### src/rtl/core/mfc_pkg.sv
package mfc_pkg;

    // Number of motors on the bus and the widths that follow from it.
    localparam int MOTOR_COUNT = 6;
    localparam int MIDX_W      = (MOTOR_COUNT > 1) ? $clog2(MOTOR_COUNT) : 1;
    localparam int MASK_W      = 2 * MOTOR_COUNT;

    // Frame constants.
    localparam logic [7:0] HDR_FIRST      = 8'h08;
    localparam logic [7:0] HDR_SECOND     = 8'h00;
    localparam logic [7:0] ID_SPEED_BASE  = 8'h72;
    localparam logic [7:0] ID_STATUS_BASE = 8'h52;

    // Stream widths.
    localparam int IN_DATA_W  = 88;
    localparam int RES_W      = 118;
    localparam int OUT_DATA_W = 120;

    // Configuration register map.
    localparam int CFG_IDX_W  = 8;
    localparam int CFG_DATA_W = 16;
    localparam logic [CFG_IDX_W-1:0] CFG_JUMP_LIMIT  = 8'd0;
    localparam logic [CFG_IDX_W-1:0] CFG_TEMP_OFFSET = 8'd1;
    localparam logic [15:0] JUMP_LIMIT_RST  = 16'd500;
    localparam logic [7:0]  TEMP_OFFSET_RST = 8'd50;

    // Command queue between the front and the back; depth must be at least two.
    localparam int Q_DEPTH = 2;
    localparam int Q_AW    = $clog2(Q_DEPTH);

    typedef enum logic {
        KIND_SPEED,
        KIND_STATUS
    } t_kind;

    // One classified frame, ready to be applied to the motor store.
    typedef struct packed {
        t_kind             kind;
        logic [MIDX_W-1:0] motor;
        logic [63:0]       payload;
    } t_cmd;

    // Configuration write transaction.
    typedef struct packed {
        logic                  valid;
        logic [CFG_IDX_W-1:0]  index;
        logic [CFG_DATA_W-1:0] data;
    } t_cfg_wr;

    // One result; the last member sits in the lowest bits.
    typedef struct packed {
        logic [15:0]        odometer_raw;
        logic signed [8:0]  driver_temp;
        logic signed [8:0]  motor_temp;
        logic [31:0]        fault_code;
        logic signed [31:0] torque_q16;
        logic               speed_rejected;
        logic signed [15:0] speed_rpm;
        logic [2:0]         motor_index;
    } t_result;

endpackage

### src/rtl/core/mfc_front.sv
module mfc_front import mfc_pkg::*; (
    input  logic                 i_clk,
    input  logic                 i_rst_n,
    input  logic                 i_s_tvalid,
    output logic                 o_s_tready,
    input  logic [IN_DATA_W-1:0] i_s_tdata,
    output logic                 o_cmd_valid,
    input  logic                 i_cmd_ready,
    output t_cmd                 o_cmd
);

    logic [7:0]  w_hdr_first;
    logic [7:0]  w_hdr_second;
    logic [7:0]  w_id;
    logic [63:0] w_payload;
    logic        w_hdr_ok;
    logic        w_speed_hit;
    logic        w_status_hit;
    logic        w_accept;
    logic        r_valid;
    t_cmd        r_cmd;

    // Unpack the incoming frame.
    assign w_hdr_first  = i_s_tdata[7:0];
    assign w_hdr_second = i_s_tdata[15:8];
    assign w_id         = i_s_tdata[23:16];
    assign w_payload    = i_s_tdata[87:24];

    // Classify by header and message id.
    assign w_hdr_ok     = (w_hdr_first == HDR_FIRST) && (w_hdr_second == HDR_SECOND);
    assign w_speed_hit  = (w_id >= ID_SPEED_BASE) &&
                          (w_id < 8'(ID_SPEED_BASE + MOTOR_COUNT));
    assign w_status_hit = (w_id >= ID_STATUS_BASE) &&
                          (w_id < 8'(ID_STATUS_BASE + MOTOR_COUNT));

    assign o_s_tready = !r_valid || i_cmd_ready;
    assign w_accept   = i_s_tvalid && o_s_tready;

    // Output stage: frames that are not for us are dropped here.
    always_ff @(posedge i_clk) begin
        if (!i_rst_n) begin
            r_valid <= 1'b0;
        end else if (w_accept) begin
            r_valid <= w_hdr_ok && (w_speed_hit || w_status_hit);
        end else if (i_cmd_ready) begin
            r_valid <= 1'b0;
        end
    end

    always_ff @(posedge i_clk) begin
        if (w_accept) begin
            r_cmd.payload <= w_payload;
            if (w_speed_hit) begin
                r_cmd.kind  <= KIND_SPEED;
                r_cmd.motor <= MIDX_W'(w_id - ID_SPEED_BASE);
            end else begin
                r_cmd.kind  <= KIND_STATUS;
                r_cmd.motor <= MIDX_W'(w_id - ID_STATUS_BASE);
            end
        end
    end

    assign o_cmd_valid = r_valid;
    assign o_cmd       = r_cmd;

endmodule

### src/rtl/core/mfc_queue.sv
module mfc_queue import mfc_pkg::*; (
    input  logic i_clk,
    input  logic i_rst_n,
    input  logic i_push_valid,
    output logic o_push_ready,
    input  t_cmd i_push,
    output logic o_pop_valid,
    input  logic i_pop_ready,
    output t_cmd o_pop
);

    t_cmd            r_mem [Q_DEPTH];
    logic [Q_AW-1:0] r_wptr;
    logic [Q_AW-1:0] r_rptr;
    logic [Q_AW:0]   r_count;
    logic            w_push;
    logic            w_pop;

    assign o_push_ready = (r_count != (Q_AW+1)'(Q_DEPTH));
    assign o_pop_valid  = (r_count != '0);
    assign w_push       = i_push_valid && o_push_ready;
    assign w_pop        = o_pop_valid && i_pop_ready;
    assign o_pop        = r_mem[r_rptr];

    // Pointers and fill level.
    always_ff @(posedge i_clk) begin
        if (!i_rst_n) begin
            r_wptr  <= '0;
            r_rptr  <= '0;
            r_count <= '0;
        end else begin
            if (w_push) begin
                r_wptr <= (r_wptr == Q_AW'(Q_DEPTH - 1)) ? '0 : r_wptr + Q_AW'(1);
            end
            if (w_pop) begin
                r_rptr <= (r_rptr == Q_AW'(Q_DEPTH - 1)) ? '0 : r_rptr + Q_AW'(1);
            end
            if (w_push && !w_pop) begin
                r_count <= r_count + (Q_AW+1)'(1);
            end else if (w_pop && !w_push) begin
                r_count <= r_count - (Q_AW+1)'(1);
            end
        end
    end

    // Entry storage.
    always_ff @(posedge i_clk) begin
        if (w_push) begin
            r_mem[r_wptr] <= i_push;
        end
    end

endmodule

### src/rtl/core/mfc_back.sv
module mfc_back import mfc_pkg::*; (
    input  logic    i_clk,
    input  logic    i_rst_n,
    input  t_cfg_wr i_cfg,
    input  logic    i_cmd_valid,
    output logic    o_cmd_ready,
    input  t_cmd    i_cmd,
    output logic    o_res_valid,
    input  logic    i_res_ready,
    output t_result o_res,
    output logic    o_res_last
);

    typedef enum logic {
        ST_IDLE,
        ST_EMIT
    } t_state;

    t_state              r_state;
    logic [MIDX_W-1:0]   r_cnt;
    logic [MASK_W-1:0]   r_mask;
    logic                r_out_valid;
    t_result             r_out;
    logic                r_out_last;
    logic [15:0]         r_jump_limit;
    logic [7:0]          r_temp_offset;

    logic [31:0]         r_raw_speed   [MOTOR_COUNT];
    logic [31:0]         r_raw_torque  [MOTOR_COUNT];
    logic [31:0]         r_fault_words [MOTOR_COUNT];
    logic [7:0]          r_motor_temp  [MOTOR_COUNT];
    logic [7:0]          r_driver_temp [MOTOR_COUNT];
    logic [15:0]         r_odometer    [MOTOR_COUNT];
    logic signed [15:0]  r_acc_speed   [MOTOR_COUNT];

    logic                w_pop;
    logic [MIDX_W:0]     w_bit_pos;
    logic [MASK_W-1:0]   w_mask_next;
    logic                w_full;
    logic                w_emit;
    logic                w_last;
    logic [31:0]         w_raw;
    logic signed [15:0]  w_q;
    logic signed [15:0]  w_acc;
    logic signed [16:0]  w_diff;
    logic [16:0]         w_mag;
    logic                w_take_new;
    t_result             w_res;

    // Configuration registers.
    always_ff @(posedge i_clk) begin
        if (!i_rst_n) begin
            r_jump_limit  <= JUMP_LIMIT_RST;
            r_temp_offset <= TEMP_OFFSET_RST;
        end else if (i_cfg.valid) begin
            unique case (i_cfg.index)
                CFG_JUMP_LIMIT: begin
                    r_jump_limit <= i_cfg.data;
                end
                CFG_TEMP_OFFSET: begin
                    r_temp_offset <= i_cfg.data[7:0];
                end
                default: begin
                end
            endcase
        end
    end

    // Command intake and received mask update.
    assign o_cmd_ready = (r_state == ST_IDLE);
    assign w_pop       = o_cmd_ready && i_cmd_valid;
    assign w_bit_pos   = (i_cmd.kind == KIND_SPEED) ? {1'b0, i_cmd.motor} :
                         {1'b0, i_cmd.motor} + (MIDX_W+1)'(MOTOR_COUNT);
    assign w_mask_next = r_mask | (MASK_W'(1) << w_bit_pos);
    assign w_full      = &w_mask_next;

    // Per-motor store, written one frame at a time.
    always_ff @(posedge i_clk) begin
        if (w_pop) begin
            if (i_cmd.kind == KIND_SPEED) begin
                r_raw_speed[i_cmd.motor]  <= i_cmd.payload[31:0];
                r_raw_torque[i_cmd.motor] <= i_cmd.payload[63:32];
            end else begin
                r_fault_words[i_cmd.motor] <= i_cmd.payload[31:0];
                r_motor_temp[i_cmd.motor]  <= i_cmd.payload[39:32];
                r_driver_temp[i_cmd.motor] <= i_cmd.payload[47:40];
                r_odometer[i_cmd.motor]    <= i_cmd.payload[63:48];
            end
        end
    end

    // Speed filter for the motor being emitted: truncate toward zero, then
    // compare the change against the jump limit.
    assign w_emit     = (r_state == ST_EMIT) && (!r_out_valid || i_res_ready);
    assign w_last     = (r_cnt == MIDX_W'(MOTOR_COUNT - 1));
    assign w_raw      = r_raw_speed[r_cnt];
    assign w_q        = signed'(w_raw[31:16] + {15'd0, w_raw[31] && (|w_raw[15:0])});
    assign w_acc      = r_acc_speed[r_cnt];
    assign w_diff     = {w_q[15], w_q} - {w_acc[15], w_acc};
    assign w_mag      = w_diff[16] ? 17'(-w_diff) : 17'(w_diff);
    assign w_take_new = (w_mag < {1'b0, r_jump_limit});

    always_comb begin
        w_res.motor_index    = 3'(r_cnt);
        w_res.speed_rpm      = w_take_new ? w_q : w_acc;
        w_res.speed_rejected = !w_take_new;
        w_res.torque_q16     = signed'(r_raw_torque[r_cnt]);
        w_res.fault_code     = r_fault_words[r_cnt];
        w_res.motor_temp     = signed'({1'b0, r_motor_temp[r_cnt]} - {1'b0, r_temp_offset});
        w_res.driver_temp    = signed'({1'b0, r_driver_temp[r_cnt]} - {1'b0, r_temp_offset});
        w_res.odometer_raw   = r_odometer[r_cnt];
    end

    // Last accepted speed per motor.
    always_ff @(posedge i_clk) begin
        if (!i_rst_n) begin
            for (int m = 0; m < MOTOR_COUNT; m++) begin
                r_acc_speed[m] <= '0;
            end
        end else if (w_emit && w_take_new) begin
            r_acc_speed[r_cnt] <= w_q;
        end
    end

    // Sequencer and output register.
    always_ff @(posedge i_clk) begin
        if (!i_rst_n) begin
            r_state     <= ST_IDLE;
            r_cnt       <= '0;
            r_mask      <= '0;
            r_out_valid <= 1'b0;
        end else begin
            unique case (r_state)
                ST_IDLE: begin
                    if (w_pop) begin
                        if (w_full) begin
                            r_mask  <= '0;
                            r_cnt   <= '0;
                            r_state <= ST_EMIT;
                        end else begin
                            r_mask <= w_mask_next;
                        end
                    end
                end
                ST_EMIT: begin
                    if (w_emit) begin
                        r_cnt <= w_last ? '0 : r_cnt + MIDX_W'(1);
                        if (w_last) begin
                            r_state <= ST_IDLE;
                        end
                    end
                end
            endcase

            if (w_emit) begin
                r_out_valid <= 1'b1;
                r_out       <= w_res;
                r_out_last  <= w_last;
            end else if (i_res_ready) begin
                r_out_valid <= 1'b0;
            end
        end
    end

    assign o_res_valid = r_out_valid;
    assign o_res       = r_out;
    assign o_res_last  = r_out_last;

endmodule

### src/rtl/core/motor_feedback_frame_collector.sv
// Motor feedback frame collector.
// Slave stream (i_s_*): one feedback frame per transaction. A frame with a bad
// header or an unknown message id is taken and dropped. Speed/torque and status
// frames update the store of the addressed motor and mark it in a received mask.
// Master stream (o_m_*): when both frames of every motor have arrived, the mask
// clears and one result per motor is sent, motor 0 first; o_m_tlast marks the
// result of the last motor.
// Config port (i_cfg_*): index 0 is the speed jump limit, index 1 the temperature
// offset. o_cfg_ready is always high; write only while the block is idle.
// The frame that completes the mask passes the front register, the queue and the
// sequencer before its first result, then one result per cycle while the receiver
// takes them. Throughput: one frame per cycle while the queue has room; a
// completing frame keeps the back end busy until every motor is emitted, as the
// single filter and output register serve all motors in turn.
// A stalled receiver holds the output register; the two-entry command queue and
// the front register then fill and o_s_tready drops.
// Reset (synchronous, active low) clears the mask, the accepted speeds, the
// queue and the output, and loads the default limit of 500 and offset of 50.
module motor_feedback_frame_collector import mfc_pkg::*; (
    input  logic                  i_clk,
    input  logic                  i_rst_n,
    input  logic                  i_s_tvalid,
    output logic                  o_s_tready,
    // header_first[7:0], header_second[15:8], message_id[23:16], payload[87:24]
    input  logic [IN_DATA_W-1:0]  i_s_tdata,
    output logic                  o_m_tvalid,
    input  logic                  i_m_tready,
    // motor_index[2:0], speed_rpm[18:3], speed_rejected[19], torque_q16[51:20],
    // fault_code[83:52], motor_temp[92:84], driver_temp[101:93],
    // odometer_raw[117:102], zero[119:118]
    output logic [OUT_DATA_W-1:0] o_m_tdata,
    output logic                  o_m_tlast,
    input  logic                  i_cfg_valid,
    output logic                  o_cfg_ready,
    input  logic [CFG_IDX_W-1:0]  i_cfg_index,
    input  logic [CFG_DATA_W-1:0] i_cfg_data
);

    logic    w_front_valid;
    logic    w_front_ready;
    t_cmd    w_front_cmd;
    logic    w_q_valid;
    logic    w_q_ready;
    t_cmd    w_q_cmd;
    t_cfg_wr w_cfg;
    t_result w_res;

    // Configuration writes are always taken.
    assign o_cfg_ready = 1'b1;
    assign w_cfg.valid = i_cfg_valid;
    assign w_cfg.index = i_cfg_index;
    assign w_cfg.data  = i_cfg_data;

    mfc_front u_front (
        .i_clk       (i_clk),
        .i_rst_n     (i_rst_n),
        .i_s_tvalid  (i_s_tvalid),
        .o_s_tready  (o_s_tready),
        .i_s_tdata   (i_s_tdata),
        .o_cmd_valid (w_front_valid),
        .i_cmd_ready (w_front_ready),
        .o_cmd       (w_front_cmd)
    );

    mfc_queue u_queue (
        .i_clk        (i_clk),
        .i_rst_n      (i_rst_n),
        .i_push_valid (w_front_valid),
        .o_push_ready (w_front_ready),
        .i_push       (w_front_cmd),
        .o_pop_valid  (w_q_valid),
        .i_pop_ready  (w_q_ready),
        .o_pop        (w_q_cmd)
    );

    mfc_back u_back (
        .i_clk       (i_clk),
        .i_rst_n     (i_rst_n),
        .i_cfg       (w_cfg),
        .i_cmd_valid (w_q_valid),
        .o_cmd_ready (w_q_ready),
        .i_cmd       (w_q_cmd),
        .o_res_valid (o_m_tvalid),
        .i_res_ready (i_m_tready),
        .o_res       (w_res),
        .o_res_last  (o_m_tlast)
    );

    // Pack the result, zero-filled up to whole bytes.
    assign o_m_tdata = {(OUT_DATA_W - RES_W)'(0), w_res};

endmodule

### config.mk
export PLATFORM = sky130hd
export DESIGN_NAME = motor_feedback_frame_collector
export DESIGN_NICKNAME = d
export VERILOG_FILES = /design/src/rtl/core/mfc_pkg.sv /design/src/rtl/core/mfc_front.sv /design/src/rtl/core/mfc_queue.sv /design/src/rtl/core/mfc_back.sv /design/src/rtl/core/motor_feedback_frame_collector.sv
export SDC_FILE = /design/constraint.sdc
export NUM_CORES = 1
export LEC_CHECK = 0
export BUFFER_PORTS_ARGS = -buffer_cell sky130_fd_sc_hd__buf_2
export CAP_MARGIN = 20
export CORE_MARGIN = 2
export CORE_UTILIZATION = 40
export DETAILED_ROUTE_END_ITERATION = 8
export GPL_TIMING_DRIVEN = 0
export MAX_ROUTING_LAYER = met4
export PLACE_DENSITY = 0.61
export SETUP_SLACK_MARGIN = 0.5
export SKIP_LAST_GASP = 1
export SLEW_MARGIN = 20
export SYNTH_ARGS = -nofsm -noshare
export SYNTH_HDL_FRONTEND = slang
export SYNTH_SLANG_ARGS = --single-unit
### constraint.sdc
create_clock -name i_clk -period 9.83 [get_ports i_clk]
set_input_delay 0.983 -clock i_clk [delete_from_list [all_inputs] [get_ports i_clk]]
set_output_delay 0.983 -clock i_clk [all_outputs]
set_load 0.05 [all_outputs]
# After elaboration in Yosys (flattened, before gate mapping)
# Memory sizes are Yosys's and may differ from the RTL's. A register that Yosys moved wholly into a read port is not among the register bits.
# Cells that the tools add are included.
[totals]
output_inout_bits = 124
mem_count = 8
wordCells = 137
ramBits = 1000
regBits = 153
[classes]
shifts = 1
n_reduce_logical = 34
n_eq_ne = 7
n_lt_le_gt_ge = 5
add_sub_neg = 13
n_bitwise = 2
mux = 48
[memory_table]
columns = ["name", "words", "word_bits", "read_ports", "rd_ports_with_merged_regs", "wr", "line_no", "source"]
rows = [
  ["u_back.r_fault_words", 6, 32, 1, 1, 1, "mfc_back.sv:30", "logic [31:0] r_fault_words [MOTOR_COUNT];"],
  ["u_back.r_raw_speed", 6, 32, 1, 1, 1, "mfc_back.sv:28", "logic [31:0] r_raw_speed [MOTOR_COUNT];"],
  ["u_back.r_raw_torque", 6, 32, 1, 1, 1, "mfc_back.sv:29", "logic [31:0] r_raw_torque [MOTOR_COUNT];"],
  ["u_queue.r_mem", 2, 68, 1, 1, 1, "mfc_queue.sv:12", "t_cmd r_mem [Q_DEPTH];"],
  ["u_back.r_acc_speed", 6, 16, 1, 1, 6, "mfc_back.sv:34", "logic signed [15:0] r_acc_speed [MOTOR_COUNT];"],
  ["u_back.r_odometer", 6, 16, 1, 1, 1, "mfc_back.sv:33", "logic [15:0] r_odometer [MOTOR_COUNT];"],
  ["2 more memories", "-", "-", "-", "-", "-", "-", ""],
]
[ops]
columns = ["op", "count"]
rows = [
  ["3-bit two-way mux", 13],
  ["16-bit two-way mux", 2],
  ["16-bit OR reduction", 2],
  ["1-bit two-way mux", 25],
  ["8-bit by 8-bit subtractor with 9-bit output", 2],
  ["17-bit by 16-bit < comparator with 1-bit output", 1],
  ["17-bit two-way mux", 1],
  ["17-bit negation", 1],
  ["16-bit by 16-bit subtractor with 17-bit output", 1],
  ["16-bit by 1-bit adder with 16-bit output", 1],
  ["8-bit by 7-bit greater-or-equal comparator with 1-bit output, second input constant", 2],
  ["8-bit zero test", 2],
  ["8-bit by 7-bit < comparator with 1-bit output, second input constant", 2],
  ["1-bit logical AND", 12],
  ["12-bit two-way mux", 1],
  ["12-bit OR", 1],
  ["12-bit AND reduction", 1],
  ["1-bit by 4-bit left shift with 12-bit output, first input constant", 1],
  ["8-bit by 1-bit equality test with 1-bit output, second input constant", 1],
  ["8-bit by 4-bit equality test with 1-bit output, second input constant", 1],
  ["4-bit two-way mux", 2],
  ["2-bit inequality test, second input constant", 4],
  ["2-bit AND reduction", 4],
  ["2-bit nonzero test", 4],
  ["14 further kinds", 23],
]

# Depth between registers and ports, before layout
# Gate-level depths: netlist (run 1).
[logic_depth]
depth_word = 13
ltp_mapped = 45
mapped_depth_nobuf = 35

# Cells and area by module
# From an unflattened synthesis (run 1), not the netlist that was laid out.
[hier_totals]
hier_cells = 2799
hier_area_um2 = 50283.2
[modules_own_cells]
columns = ["module", "area_each_um2", "cells_each", "seq_area_each_um2", "instances"]
rows = [
  ["mfc_back", 42817.3, 2470, 31360.1, 1],
  ["mfc_queue", 5226.3, 236, 4184.0, 1],
  ["mfc_front", 2209.6, 88, 2062.0, 1],
  ["motor_feedback_frame_collector", 30.0, 5, 0.0, 1],
]

# Worst setup path after synthesis (run 1)
# No wires, ideal clock.
[synth_path]
path_kind = "register -> register"
startpoint = "register with a tool-made name"
endpoint = "memory u_back.r_acc_speed[3][0], enable pin"
setup_slack_ns = -0.439
synth_period_minus_slack_ns = 10.269
required_time_ns = 9.419
path_stages_with_launch = 43
setup_time_ns = 0.411
arrival_ns = 9.858
cell_sequence = "dfxtp_1 buf_4 buf_6 buf_4 buf_2 clkbuf_1 buf_1 clkbuf_1 buf_2 mux2i_1 o21ai_0 ha_1 ha_1 buf_1 nand2_1 nor3_1 nand2b_1 nor2_1 (+7 left out) o31ai_1 a41oi_1 or2_1 clkbuf_1 nand2_1 o21ai_0 ha_1 a21boi_0 o21a_1 o21a_1 o21a_1 o21a_1 o21ai_0 a211oi_1 nor4bb_1 o41ai_4 buf_2 o21ai_0"
[synth_lines]
columns = ["item", "line_no"]
rows = [
  ["end, declared", "mfc_back.sv:34"],
]

==> out/metrics.csv, run 1 <==
metric;value;unit
post-synthesis xor/xnor area fraction;1.001;%
CP endpoint kind;flip-flop;
setup ws final;0.9533;ns
layout cell share with drive strength beyond 1;25.24;%
Switching Share;22.89;%
fillcell total;10380;
global-route wire length before repair;171.7;mm
Area Overhead vs Synth;18.18;%
dpl hpwl;76.95;mm
Worst Skew;0.03531;ns
Adder-Cell Fraction of Synth Area;1.527;%
largest family of logic cells by synthesized area;multiplexers;
top cells by area, synth;edfxtp_1 74%, mux4_2 6.6%, mux2i_1 3.4%, dfxtp_1 2.0%, mux2_2 1.7%;
Pleak;19.32;nW
Num CTS Buffers;135;
outcome;finished clean;
DRT antenna net count;0;
pre-CTS setup slack;-3.435;ns
multiplexer area fraction after synthesis;11.77;%
slew margin rel.;30.33;%
fin util;47.51;%
switching power;2.801;mW
ys async rst share;0;%
Yosys top cell by area;edfxtp_1;
Worst Tran Pin Value;1.042;ns
CTS tree;built;
vias;26120;
antenna violations before repair;6;
Core Area;123500;um^2
Setup Crit Path Kind;reg -> reg;
Post-synth EDFFs;1219;
Post-Syn Area;49640;um^2
minimum clock period;8.877;ns
final hold violation count;0;
GRT Total Usage;19.03;%
Worst Setup Start Kind;flip-flop;
Die X-Extent;356.3;um
register share of total power;51.8;%
Synth top cells by count;1,219 x edfxtp_1, 167 x mux2i_1, 154 x nor2_1, 145 x mux4_2, 130 x a21oi_1;
logic gate share of total power;8.3;%
final WL;116.9;mm
root buffer cell;clkbuf_16;
RSZ-0062 raised after global routing;false;
Worst IR Drop VDD;0.0001957;V
CTS Hold Bufs;0;
Critical Path RT;10.27;ns
Initial Util;40.20;%
Reg clk slew, reported paths;0.06;ns
sequential area share after synthesis;75.76;%
First-pass DRT Iterations;5;
total internal power;9.437;mW
max incr delay on CP;0.47;ns
Yosys cell types;73;
CP arrival;9.32;ns
largest net degree at the start of global routing;75;
Max Root-Sink Buffers;3;
simple-gate share of the synthesized area;4.948;%
fmax;0.1127;GHz
I/O pins;241;
port buffer count;237;
per-cell routed wire length;23.87;um
HP Class;in -> reg;
Synth Flop Type;edfxtp_1;
cell count after synthesis;2734;
Max FO, Critical Path;10;
post-synth top area share;73.74;%
count of nets after finishing;3341;
Via density;5.332;
tightest hold margin;0.3979;ns
final worst path period share;90.30;%
vias in the first global route;26270;
GPL Wtd Cong;0.8685;
Critical-path top delay cell;or4_1;
clock latency on the worst-skew pair;0.76;ns
compound-gate portion of the synthesized area;3.352;%
DRC;0;
yosys warns;0;
Yosys reg bits;1269;
Power Dens Cells;208.6;nW/um^2
Setup Viol. Count Final;0;
clk sinks;1269;
most common cell in the netlist;edfxtp_1;
FP Rows;129;
H-tree depth;4;
detailed router's first-iteration violation count;2273;
die height;356.3;um
Die Area;126900;um^2
clock group share of total power;39.8;%
total grt overflow;0;
Design Power;12.24;mW
MaxCap Viol Count;0;
Slew Limit Fails;0;
Mean Syn Cell Area;18.16;um^2
stage by stage:
step	area (um^2)	TNS [ns]	std cells
after detailed placement	53450	-812.91	4629
after global placement	52920	-928.93	4609
after CTS	58390	0	4892
after global routing	58660	0	4898
final	58660	0	4899
after floorplan	49690	0	2735
layout by cell type (no fill, tap or decap), types with 13 or more instances in the layout:
cell type / netlist / final
nor3_1: 107 / 103
nor2_1: 154 / 150
edfxtp_1: 1219 / 1219
mux2i_1: 167 / 166
a21oi_1: 130 / 126
nor2b_1: 25 / 25
buf_16: 0 / 13
nand3_1: 30 / 29
nand2b_1: 16 / 16
nor4_1: 23 / 20
xnor2_1: 32 / 28
o21ai_0: 41 / 35
a21o_1: 21 / 21
clkbuf_1: 71 / 83
buf_12: 0 / 17
buf_2: 5 / 243
mux2_2: 73 / 73
clkinv_2: 0 / 20
xor2_1: 22 / 14
and2_4: 0 / 13
nand2_1: 64 / 63
dfxtp_1: 50 / 49
clkbuf_16: 0 / 140
inv_1: 63 / 63
mux4_2: 145 / 145
buf_4: 19 / 43
ha_1: 55 / 53
buf_1: 26 / 17
clkinv_1: 2 / 25
critical path: cells and delay by family, from the launching register on:
family | cells | cell delay, ns
simple gates | 12 | 2.49
fa+ha+maj | 4 | 0.91
flops | 1 | 0.33
xor+xnor | 1 | 0.32
buf+inv | 11 | 1.74
compound gates | 13 | 2.70
final timing paths:
check,from,endpoint,slack (ns),depth (start not counted)
worst max-delay path,flip-flop,u_back.r_acc_speed[6][11],0.95,41
worst min-delay path,i_s_tdata[29],u_front.o_cmd[5],0.40,1
worst min register to register,u_front.o_cmd[61],u_queue.r_mem[1][61],0.44,0
worst max register to register,flip-flop,u_back.r_acc_speed[6][11],0.95,41
metal layers:
layer	up-vias	share of wire [%]	track usage [%]
met4	0	1.8	4.675
met1	13460	43	25.29
met5	-	0	-
met3	156	6.1	3.166
met2	856	49	30.66
li1	11650	-	-
state kept, by name, summed over array words and instances, names as in the netlist, named ones only:
register              flops
u_back.r_odometer        96
u_back.r_temp_offset      8
u_back.r_cnt              3
u_back.r_mask            12
u_queue.r_rptr            1
u_queue.r_count           2
u_back.r_fault_words    192
u_back.r_motor_temp      48
u_back.r_raw_torque     192
u_back.o_res_valid        1
u_back.r_acc_speed      128
u_back.r_state            1
u_queue.r_mem           136
u_queue.r_wptr            1
u_back.o_res_last         1
u_back.r_driver_temp     48
u_back.r_jump_limit      16
u_back.o_res            118
u_back.r_raw_speed      192
u_front.o_cmd            68
u_front.o_cmd_valid       1
power by group through the flow:
stage	Sequential, mW	Clock (mW)	Combinational (mW)
after floorplan	6.44	0	0.612
after global placement	6.47	0	0.948
after detailed placement	6.46	0	0.983
after CTS	6.35	4.97	1.01
after global routing	6.36	5.18	1.10
final	6.35	4.88	1.02
what timing repair did:
action,4_1_cts,5_1_grt
pin swaps,16,13
endpoints found under the setup margin,273,273
buffers inserted,31,5
gates cloned,0,0
gates resized for setup,84,49
layout make-up:
| cell class | count | area (um^2) | share of cell area (%) |
|---|---|---|---|
| sequential | 1269 | 37610 | 64.11 |
| multi-input combinational | 1277 | 11720 | 19.98 |
| clock buffer | 167 | 3593 | 6.126 |
| timing repair buffer | 294 | 2057 | 3.507 |
| tap | 1637 | 2048 | 3.492 |
| buffer | 124 | 739.5 | 1.261 |
| clock inverter | 65 | 640.6 | 1.092 |
| inverter | 65 | 250.2 | 0.4266 |
| antenna | 1 | 2.502 | 0.004266 |
cells by family after synthesis:
group	count (synthesis)
AOI/OAI and AO/OA	272
xor gates and xnor gates	55
adders and majority gates	59
buffers and inverters	189
DFF	1269
muxes	391
other	2
and+or+nand+nor	497
No activity file was read; power rests on OpenSTA's default activity.
==> run 2: changes to the inputs <==
--- a/config.mk
+++ b/config.mk
@@ -5,9 +5,9 @@
 export SDC_FILE = /design/constraint.sdc
 export NUM_CORES = 1
 export LEC_CHECK = 0
+export ABC_AREA = 1
 export BUFFER_PORTS_ARGS = -buffer_cell sky130_fd_sc_hd__buf_2
 export CAP_MARGIN = 20
-export CORE_MARGIN = 2
 export CORE_UTILIZATION = 40
 export DETAILED_ROUTE_END_ITERATION = 8
 export GPL_TIMING_DRIVEN = 0
==> run 2 against run 1 <==
  * Wire length rose by 11%
  * Non-clock buffer count grew 135
  * Maximum frequency increased by 1.5%
  * Critical endpoint is now u_back.r_acc_speed[0][7]
  * Via count increased by 16%
  * Sequential power grew 2%
  * Worst setup slack better by 0.13 ns
  * Synthesized area shrank 0.12%
  * Clock-buffer cell count decreased by 4
  * Combinational power increased by 13%
  * Flip-flop and latch count is the same
  * Worst hold slack improved by 0.0014 ns
==> out/metrics.csv, run 2 <==
metric;value;unit
outcome;finished clean;
Post-Syn Area;49580;um^2
Max Root-Sink Buffers;3;
per-cell routed wire length;22.88;um
tightest hold margin;0.3993;ns
CP endpoint kind;flip-flop;
most common cell in the netlist;edfxtp_1;
yosys warns;0;
fillcell total;10610;
final WL;129.8;mm
slew margin rel.;23.74;%
DRC;0;
vias;30320;
count of nets after finishing;4112;
max incr delay on CP;0.46;ns
fin util;48.15;%
Power Dens Cells;212.9;nW/um^2
Mean Syn Cell Area;14.51;um^2
largest net degree at the start of global routing;37;
FP Rows;128;
Setup Viol. Count Final;0;
I/O pins;241;
simple-gate share of the synthesized area;8.111;%
Max FO, Critical Path;10;
Core Area;122400;um^2
vias in the first global route;29480;
DRT antenna net count;0;
commonest non-fill, non-tap cell in the layout;edfxtp_1;
fin cells;5672;
CP arrival;9.20;ns
Setup Crit Path Kind;reg -> reg;
Fin Setup TNS;0;ns
clk sinks;1269;
detailed router's first-iteration violation count;2960;
Num CTS Buffers;135;
H-tree depth;4;
Yosys reg bits;1269;
root buffer cell;clkbuf_16;
final worst path period share;88.98;%
Critical-path top delay cell;o21ai_4;
Pleak;21.22;nW
dpl hpwl;90.17;mm
Worst IR Drop VDD;0.0001811;V
DP Cell Count;5412;
total grt overflow;0;
minimum clock period;8.747;ns
Synth top cells by count;1,219 x edfxtp_1, 378 x nand2_1, 217 x nor2_1, 198 x inv_1, 173 x a21oi_1;
RSZ-0062 raised after global routing;false;
Slew Limit Fails;0;
leading registers by flop count;u_back.r_fault_words x192, u_back.r_raw_speed x192, u_back.r_raw_torque x192;
HP Start;i_s_tdata[86];
Worst Tran Pin Value;1.144;ns
Design Power;12.54;mW
Adder-Cell Fraction of Synth Area;1.509;%
layout cell share with drive strength beyond 1;21.38;%
ys async rst share;0;%
Worst Skew;0.02993;ns
compound-gate portion of the synthesized area;9.204;%
Yosys top cell by area;edfxtp_1;
final hold violation count;0;
largest family of logic cells by synthesized area;compound AO/OA/AOI/OAI gates;
Via density;5.345;
Die Area;125400;um^2
Area Overhead vs Synth;18.83;%
Worst Setup Start Kind;flip-flop;
clock latency on the worst-skew pair;0.75;ns
port buffer count;237;
GRT Total Usage;21.06;%
fmax;0.1143;GHz
First-pass DRT Iterations;6;
MaxCap Viol Count;0;
Synth Flop Type;edfxtp_1;
global-route wire length before repair;189.4;mm
CTS tree;built;
Die X-Extent;354.1;um
Yosys cell types;55;
antenna violations before repair;8;
sequential area share after synthesis;75.85;%
Critical Path RT;10.28;ns
die height;354.1;um
HP Class;in -> reg;
post-synth top area share;73.83;%
GPL Wtd Cong;0.9215;
multiplexer area fraction after synthesis;1.454;%
Post-synth EDFFs;1219;
most frequent cells in the layout;1,219 x edfxtp_1, 374 x nand2_1, 251 x buf_2;
cell count after synthesis;3417;
top cells by area, synth;edfxtp_1 74%, nand2_1 2.9%, dfxtp_1 2.0%, a21oi_1 1.7%, o21ai_0 1.7%;
Reg clk slew, reported paths;0.06;ns
CTS Hold Bufs;0;
Initial Util;40.52;%
post-synthesis xor/xnor area fraction;0.7621;%
[run 2: cell count changes in the layout (fill, tap and decap cells not counted), sizes merged, moves of 91 or more]
cell,delta
o21ai,+133
mux4,-145
inv,+150
nand2,+322
mux2i,-169
o211ai,+91
[run 2: path summary, 6_finish.rpt]
kind	end	slack, ns	cells past startpoint
worst max-delay path	u_back.r_acc_speed[0][7]	1.08	45
worst min-delay path	u_front.o_cmd[62]	0.40	1
worst max register to register	u_back.r_acc_speed[0][7]	1.08	45
worst min register to register	u_queue.r_mem[1][48]	0.44	0
[run 2: critical path, delay by kind of cell (launching register included)]
family,cells,cell delay [ns]
AO/OA/AOI/OAI,11,1.99
AND/OR/NAND/NOR,13,1.93
XOR/XNOR,3,0.73
adder cells (fa/ha/maj),4,1.07
flip-flops,1,0.32
buffers and inverters,14,2.35
[run 2: kinds of logic after synthesis]
| family | Yosys count |
|---|---|
| flops | 1269 |
| buf+inv | 382 |
| compound gates | 710 |
| simple gates | 891 |
| fa+ha+maj | 58 |
| xor+xnor | 41 |
| mux | 64 |
| other cells | 2 |
[run 2: routing by layer]
| metal | global-route usage [%] | vias to the layer above | part of all wire (%) |
|---|---|---|---|
| li1 | - | 13860 | - |
| met1 | 27.84 | 15130 | 43 |
| met2 | 33.07 | 1119 | 47 |
| met3 | 3.933 | 206 | 7.5 |
| met4 | 6.302 | 0 | 2.6 |
| met5 | - | - | 0 |
[run 2: stage by stage]
step                      instance area, um^2  setup slack, ns
after floorplan                         49590           0.7896
after global placement                  52810           -4.496
after detailed placement                54160           -2.698
after CTS                               58750           0.5128
after global routing                    58910           0.5213
final                                   58910            1.083
[run 2: report_power, final]
part	switching [mW]	total (mW)	internal, mW
clock	2.12	4.95	2.83
sequential	0.0591	6.45	6.39
combinational	0.818	1.15	0.327
total	3.00	12.5	9.55
[run 2: area by class of cell]
cell class / count / area (um^2) / share of cell area (%)
multi-input cells: 1767 / 10750 / 18.24
plain buffers: 171 / 850.8 / 1.444
clock inverters: 82 / 793.3 / 1.346
flip-flops and latches: 1269 / 37610 / 63.83
well taps: 1625 / 2033 / 3.451
diodes: 2 / 5.005 / 0.008495
inverters: 211 / 797.0 / 1.353
repair buffers: 382 / 2580 / 4.379
clock buffers: 163 / 3503 / 5.947
[run 2: what timing repair did]
item | in CTS | in global routing
gates resized for setup | 57 | 46
hold endpoints to repair | 0 | 0
setup buffers | 6 | 7
pin swaps | 4 | 3
setup endpoints to repair | 273 | 273
